<file path="src/hdl/prt_pkg.sv">
// ----------------------------------------------------------------------------
// prt_pkg
// Types, constants and helpers shared by the polygon ray-crossing tester.
// ----------------------------------------------------------------------------
package prt_pkg;

   localparam int COORD_W    = 16;
   localparam int BX_W       = COORD_W + 1;
   localparam int DIFF_W     = COORD_W + 2;
   localparam int PROD_W     = 2 * DIFF_W;
   localparam int ORIENT_W   = PROD_W + 1;
   localparam int COUNT_W    = 7;
   localparam int COUNT_MAX  = 127;
   localparam int FRAC_ONE   = 16;
   localparam int DRAIN_W    = 3;
   localparam logic [DRAIN_W-1:0] DRAIN_LAST = 3'd4;

   typedef enum logic [1:0] {
      OP_LOAD   = 2'd0,
      OP_CROSS  = 2'd1,
      OP_INSIDE = 2'd2
   } prt_op_type;

   typedef struct packed {
      logic [1:0]                req_type;
      logic signed [COORD_W-1:0] x0;
      logic signed [COORD_W-1:0] y0;
      logic signed [COORD_W-1:0] x1;
      logic signed [COORD_W-1:0] y1;
      logic                      restart;
      logic                      stop_at_first;
   } prt_req_type;

   typedef struct packed {
      logic [COUNT_W-1:0] crossing_count;
      logic               inside_res;
   } prt_rsp_type;

   typedef struct packed {
      logic signed [COORD_W-1:0] x;
      logic signed [COORD_W-1:0] y;
   } prt_vtx_type;

   typedef struct packed {
      logic wr_en;
      logic wr_first;
      logic query_start;
      logic query_inside;
      logic setup;
      logic rd_en;
      logic rd_first;
      logic rsp_load;
   } prt_cmd_type;

   function automatic logic prt_opposite(input logic signed [ORIENT_W-1:0] s,
                                         input logic signed [ORIENT_W-1:0] t);
      logic s_pos;
      logic t_pos;
      s_pos = !s[ORIENT_W-1] && (s != '0);
      t_pos = !t[ORIENT_W-1] && (t != '0);
      return (s[ORIENT_W-1] && t_pos) || (s_pos && t[ORIENT_W-1]);
   endfunction

endpackage

</file>
<file path="src/hdl/prt_ctrl.sv">
// ----------------------------------------------------------------------------
// prt_ctrl
// Request sequencer: vertex loads, edge walk over the store, pipeline drain
// and response slot.
// ----------------------------------------------------------------------------
module prt_ctrl #(
   parameter  int MAX_VERTICES = 64,
   localparam int AW = $clog2(MAX_VERTICES),
   localparam int CW = $clog2(MAX_VERTICES + 1)
) (
   input  logic                  clock,
   input  logic                  reset,
   input  logic                  req_valid,
   output logic                  req_ready,
   input  prt_pkg::prt_req_type  req_data,
   output logic                  rsp_valid,
   input  logic                  rsp_ready,
   output prt_pkg::prt_cmd_type  cmd,
   output logic [AW-1:0]         wr_addr,
   output logic [AW-1:0]         rd_addr
);
   import prt_pkg::*;

   typedef enum logic [1:0] {
      ST_IDLE,
      ST_SETUP,
      ST_RUN,
      ST_DRAIN
   } state_type;

   state_type            state_ff, state_in;
   logic [CW-1:0]        vcount_ff, vcount_in;
   logic [CW-1:0]        rd_idx_ff, rd_idx_in;
   logic [DRAIN_W-1:0]   drain_ff, drain_in;
   logic                 rsp_valid_ff, rsp_valid_in;
   logic [CW-1:0]        eff_count;

   assign req_ready = (state_ff == ST_IDLE);
   assign rsp_valid = rsp_valid_ff;
   assign eff_count = req_data.restart ? '0 : vcount_ff;
   assign wr_addr   = eff_count[AW-1:0];
   assign rd_addr   = (rd_idx_ff == vcount_ff) ? '0 : rd_idx_ff[AW-1:0];

   always_comb begin
      state_in     = state_ff;
      vcount_in    = vcount_ff;
      rd_idx_in    = rd_idx_ff;
      drain_in     = drain_ff;
      rsp_valid_in = rsp_valid_ff && !rsp_ready;
      cmd          = '0;
      case (state_ff)
         ST_IDLE: begin
            if (req_valid) begin
               case (req_data.req_type)
                  OP_LOAD: begin
                     if (eff_count < CW'(MAX_VERTICES)) begin
                        cmd.wr_en    = 1'b1;
                        cmd.wr_first = (eff_count == '0);
                        vcount_in    = eff_count + 1'b1;
                     end
                  end
                  OP_CROSS, OP_INSIDE: begin
                     cmd.query_start  = 1'b1;
                     cmd.query_inside = (req_data.req_type == OP_INSIDE);
                     state_in         = ST_SETUP;
                  end
                  default: ;
               endcase
            end
         end
         ST_SETUP: begin
            cmd.setup = 1'b1;
            rd_idx_in = '0;
            drain_in  = '0;
            state_in  = (vcount_ff == '0) ? ST_DRAIN : ST_RUN;
         end
         ST_RUN: begin
            cmd.rd_en    = 1'b1;
            cmd.rd_first = (rd_idx_ff == '0);
            if (rd_idx_ff == vcount_ff) begin
               state_in = ST_DRAIN;
            end else begin
               rd_idx_in = rd_idx_ff + 1'b1;
            end
         end
         ST_DRAIN: begin
            if (drain_ff == DRAIN_LAST) begin
               if (!rsp_valid_ff || rsp_ready) begin
                  cmd.rsp_load = 1'b1;
                  rsp_valid_in = 1'b1;
                  state_in     = ST_IDLE;
               end
            end else begin
               drain_in = drain_ff + 1'b1;
            end
         end
         default: state_in = ST_IDLE;
      endcase
   end

   always_ff @(posedge clock) begin
      if (reset) begin
         state_ff     <= ST_IDLE;
         vcount_ff    <= '0;
         rd_idx_ff    <= '0;
         drain_ff     <= '0;
         rsp_valid_ff <= 1'b0;
      end else begin
         state_ff     <= state_in;
         vcount_ff    <= vcount_in;
         rd_idx_ff    <= rd_idx_in;
         drain_ff     <= drain_in;
         rsp_valid_ff <= rsp_valid_in;
      end
   end

`ifndef NO_ASSERTIONS
   a_vcount_bound: assert property (@(posedge clock) disable iff (reset)
      vcount_ff <= CW'(MAX_VERTICES))
      else $error("vertex count exceeds store size");

   a_load_no_overwrite: assert property (@(posedge clock) disable iff (reset)
      cmd.rsp_load |-> (!rsp_valid_ff || rsp_ready))
      else $error("response loaded over a pending response");

   a_write_advances: assert property (@(posedge clock) disable iff (reset)
      cmd.wr_en |=> (vcount_ff == CW'($past(wr_addr)) + 1'b1))
      else $error("vertex count does not follow write address");

   a_query_setup: assert property (@(posedge clock) disable iff (reset)
      cmd.query_start |=> cmd.setup)
      else $error("query start not followed by setup");
`endif

endmodule

</file>
<file path="config.mk">
export PLATFORM = sky130hd
export DESIGN_NAME = prt_ctrl
export DESIGN_NICKNAME = d
export VERILOG_FILES = /design/src/hdl/prt_pkg.sv /design/src/hdl/prt_ctrl.sv
export SDC_FILE = /design/constraint.sdc
export NUM_CORES = 1
export LEC_CHECK = 0
export BUFFER_PORTS_ARGS = -buffer_cell sky130_fd_sc_hd__buf_4
export CAP_MARGIN = 20
export CORE_MARGIN = 1
export CORE_UTILIZATION = 42
export CTS_CLUSTER_DIAMETER = 80
export DETAILED_ROUTE_END_ITERATION = 12
export PLACE_DENSITY_LB_ADDON = 0.15
export SYNTH_ARGS = -nofsm -noshare
export SYNTH_HDL_FRONTEND = slang
export SYNTH_SLANG_ARGS = --single-unit
export TNS_END_PERCENT = 20
</file>
<file path="constraint.sdc">
create_clock -name clock -period 2.3 [get_ports clock]
set_input_delay 0.69 -clock clock [delete_from_list [all_inputs] [get_ports clock]]
set_output_delay 0.69 -clock clock [all_outputs]
set_load 0.05 [all_outputs]
</file>
==> out/qor.yml <==
status:
  status: "finished, violations left"
  violations: "negative setup slack"
worst_setup_path:
  crit_path_start_kind: "flop"
  critPathMaxStageDelay_ns: 0.37
  crit_buf_inv: 1
  path_cells: "xor2_1, nor4_4, nand2_2, and2_4, buf_6"
  required_ns: 1.61
  endpoint_kind: "output pin"
  cp_slowest_cell: "dfxtp_4"
  crit_type: "reg -> out"
  worstPathMaxFanout: 5
  path_delay_family: "simple AND/OR/NAND/NOR gates"
  crit_arrival_ns: 1.63
floorplan:
  fp.dieH_um: 60.0
  num_rows: 20
  die_w_um: 60.0
  fp.coreArea_um2: 3130
  ios: 94
  die-area_um2: 3600
  initial_core_util_pct: 45.2
detailed_routing:
  wirelength_um: 3450
  drc: 0
  viasPerCell: 5.30
  ant_nets: 0
  firstDrtPassIters: 4
  wl_per_cell_um: 13.0
  drtIter0Drc: 74
  num_vias: 1404
logic_synthesis:
  synthCells: 179
  synthDistinctLibCells: 47
  synth_top_area_share_pct: 28.3
  synthArstFlopShare_pct: 0
  ys_warn_count: 0
  syn-cell-area_um2: 1410
  synth_nets: 263
  netlist_top_cells_area: "dfxtp_1 28%, ha_1 11%, a21oi_1 5.0%"
  yosysSeqAreaShare_pct: 28.3
  avgSynthCellArea_um2: 7.89
  synth.most_common_cell: "dfxtp_1"
  synth_area_leader_cell: "dfxtp_1"
  synth_commonest_cells: "20 x dfxtp_1, 15 x inv_1, 14 x a21oi_1"
  synth_edf_count: 0
  synth.ff_latch_count: 20
  synth_ff_type: "dfxtp_1"
global_routing:
  grt-ovfl-total: 0
  grt.total_usage_pct: 22.1
  grt_first_pass_wirelength_um: 5910
  grt_max_degree: 19
  grt_pass1_vias: 1319
  antenna_found_initial: 0
sta:
  period_share_pct: 101
  hold_violations: 0
  worstMarginPinSlew_ns: 0.421
  setup_viol: 5
  timing.slew.headroom_pct: 71.9
  clock.fmax_mhz: 431
  tns_ns: -0.0677
  finalWorstSetupSlack_ns: -0.0211
  fin_crit_ns: 2.32
  maxSlewViolCount: 0
  skew_ns: 0.0101
  rsz0062_at_grt: "yes"
  whs_ns: 0.515
pwr:
  switching_power_uw: 563
  peakVddDrop_uv: 464
  power_frac_seq_pct: 32.1
  sw_frac_of_total_pct: 45.0
  p_int_uw: 687
  p_clk_share_pct: 14.0
  p_per_area_nw_per_um2: 645
  finalPower_mw: 1.25
  p_leak_nw: 0.850
  combPwrFrac_pct: 53.9
final_layout:
  diodes: 0
  final_cell_area_um2: 1940
  final_nets: 307
  multi_input_area_um2: 1020
  drive_gt1_share_pct: 37.6
  ff_latch_area_um2: 414
  syn_to_final_growth_pct: 37.3
  fillers: 286
clock_network:
  cts-root-buf: "clkbuf_4"
  clock_sinks: 20
  max-clock-path-buffers: 2
  clkTransAtPathRegs_ns: 0.12
  postCtsHoldBufs: 0
  cts_max_level: 1
  clk_latency_ns: 0.31
  cts_tree: "yes"
  cts_buffers: 3
placed_design:
  dpl.hpwl_um: 2510
  pre_cts_ws_ns: -0.0734
  gp_congestion: 0.859
  io_buffers: 28
  dpl_cell_area_um2: 1800
flow_run:
  maxCapViolCount: 0
min_path:
  hold_path.class: "reg -> reg"
power by group through the flow:
stage	logic [mW]	registers, mW	clock network [mW]
floorplan	0.464	0.391	0
global placement	0.600	0.398	0
detailed placement	0.619	0.401	0
CTS	0.669	0.397	0.181
global route	0.745	0.408	0.193
finish	0.674	0.402	0.175
through the flow:
| step | instances | util [%] |
|---|---|---|
| 6_report | 265 | 62.0 |
| 5_1_grt | 265 | 62.0 |
| 4_1_cts | 264 | 61.2 |
| 3_5_place_dp | 259 | 57.6 |
| 3_3_place_gp | 259 | 57.6 |
| 2_1_floorplan | 179 | - |
area by class of cell:
| class | count | area share (%) |
|---|---|---|
| Multi-Input combinational cell | 138 | 52.8 |
| Sequential cell | 20 | 21.4 |
| Timing Repair Buffer | 45 | 18.8 |
| Inverter | 15 | 3.10 |
| Tap cell | 44 | 2.84 |
| Clock buffer | 3 | 1.16 |
final timing paths:
check	cells after the start	slack, ns	end	start
hold / removal	2	0.52	vcount_ff[1]	vcount_ff[1]
setup / recovery	5	-0.02	rd_addr[5]	rd_idx_ff[5]
setup reg to reg	6	0.38	vcount_ff[4]	vcount_ff[1]
hold reg to reg	2	0.52	vcount_ff[1]	vcount_ff[1]
tightest hold or removal path, cell delays in order (launching register included):
cell	delay (ns)
dfxtp_2	0.37
nand2_1	0.06
a21oi_1	0.05
placed cells by master, fill, tap and decap left out, types with 2 or more instances in the layout:
cell / n
buf_4: 38
nand3b_1: 2
nor2b_1: 5
o21ai_0: 9
nor4_4: 2
and2_4: 4
nand2_1: 11
dfxtp_2: 8
ha_1: 8
o21a_1: 3
a21oi_1: 14
xor2_1: 7
inv_1: 12
nor3_1: 5
inv_2: 2
nand3_1: 4
a211oi_1: 2
and3_1: 6
a31oi_1: 2
nand2b_1: 3
o31ai_1: 2
clkbuf_4: 3
dfxtp_1: 11
ha_4: 3
buf_6: 7
nand4_1: 5
nor2_1: 12
registers in the layout (all words and copies together), names as in the netlist:
name	flops
vcount_ff	7
state_ff	2
rd_idx_ff	7
drain_ff	3
rsp_valid	1
cells by family after synthesis:
family / after synthesis / synth area share, %
xor+xnor: 7 / 4.34
flops: 20 / 28.3
buf+inv: 21 / 6.29
simple gates: 77 / 31.8
fa+ha+maj: 12 / 10.6
compound gates: 41 / 17.9
mux: 1 / 0.709
metal layers:
| layer | vias to the layer above | GRT usage (%) | share of wire [%] |
|---|---|---|---|
| met2 | 32 | 36.2 | 49 |
| met5 | - | 0 | 0 |
| met3 | 4 | 2.60 | 3.2 |
| li1 | 714 | - | - |
| met1 | 654 | 28.9 | 46 |
| met4 | 0 | 9.97 | 1.4 |
what timing repair did:
| item | CTS | global route |
|---|---|---|
| gates resized for setup | 22 | 8 |
| gates cloned | 0 | 0 |
| setup endpoints to repair | 9 | 10 |
| pin swaps | 2 | 7 |
| endpoints found under the hold margin | 0 | 0 |
| buffers inserted | 2 | 1 |
No activity file was read; power rests on OpenSTA's default activity.
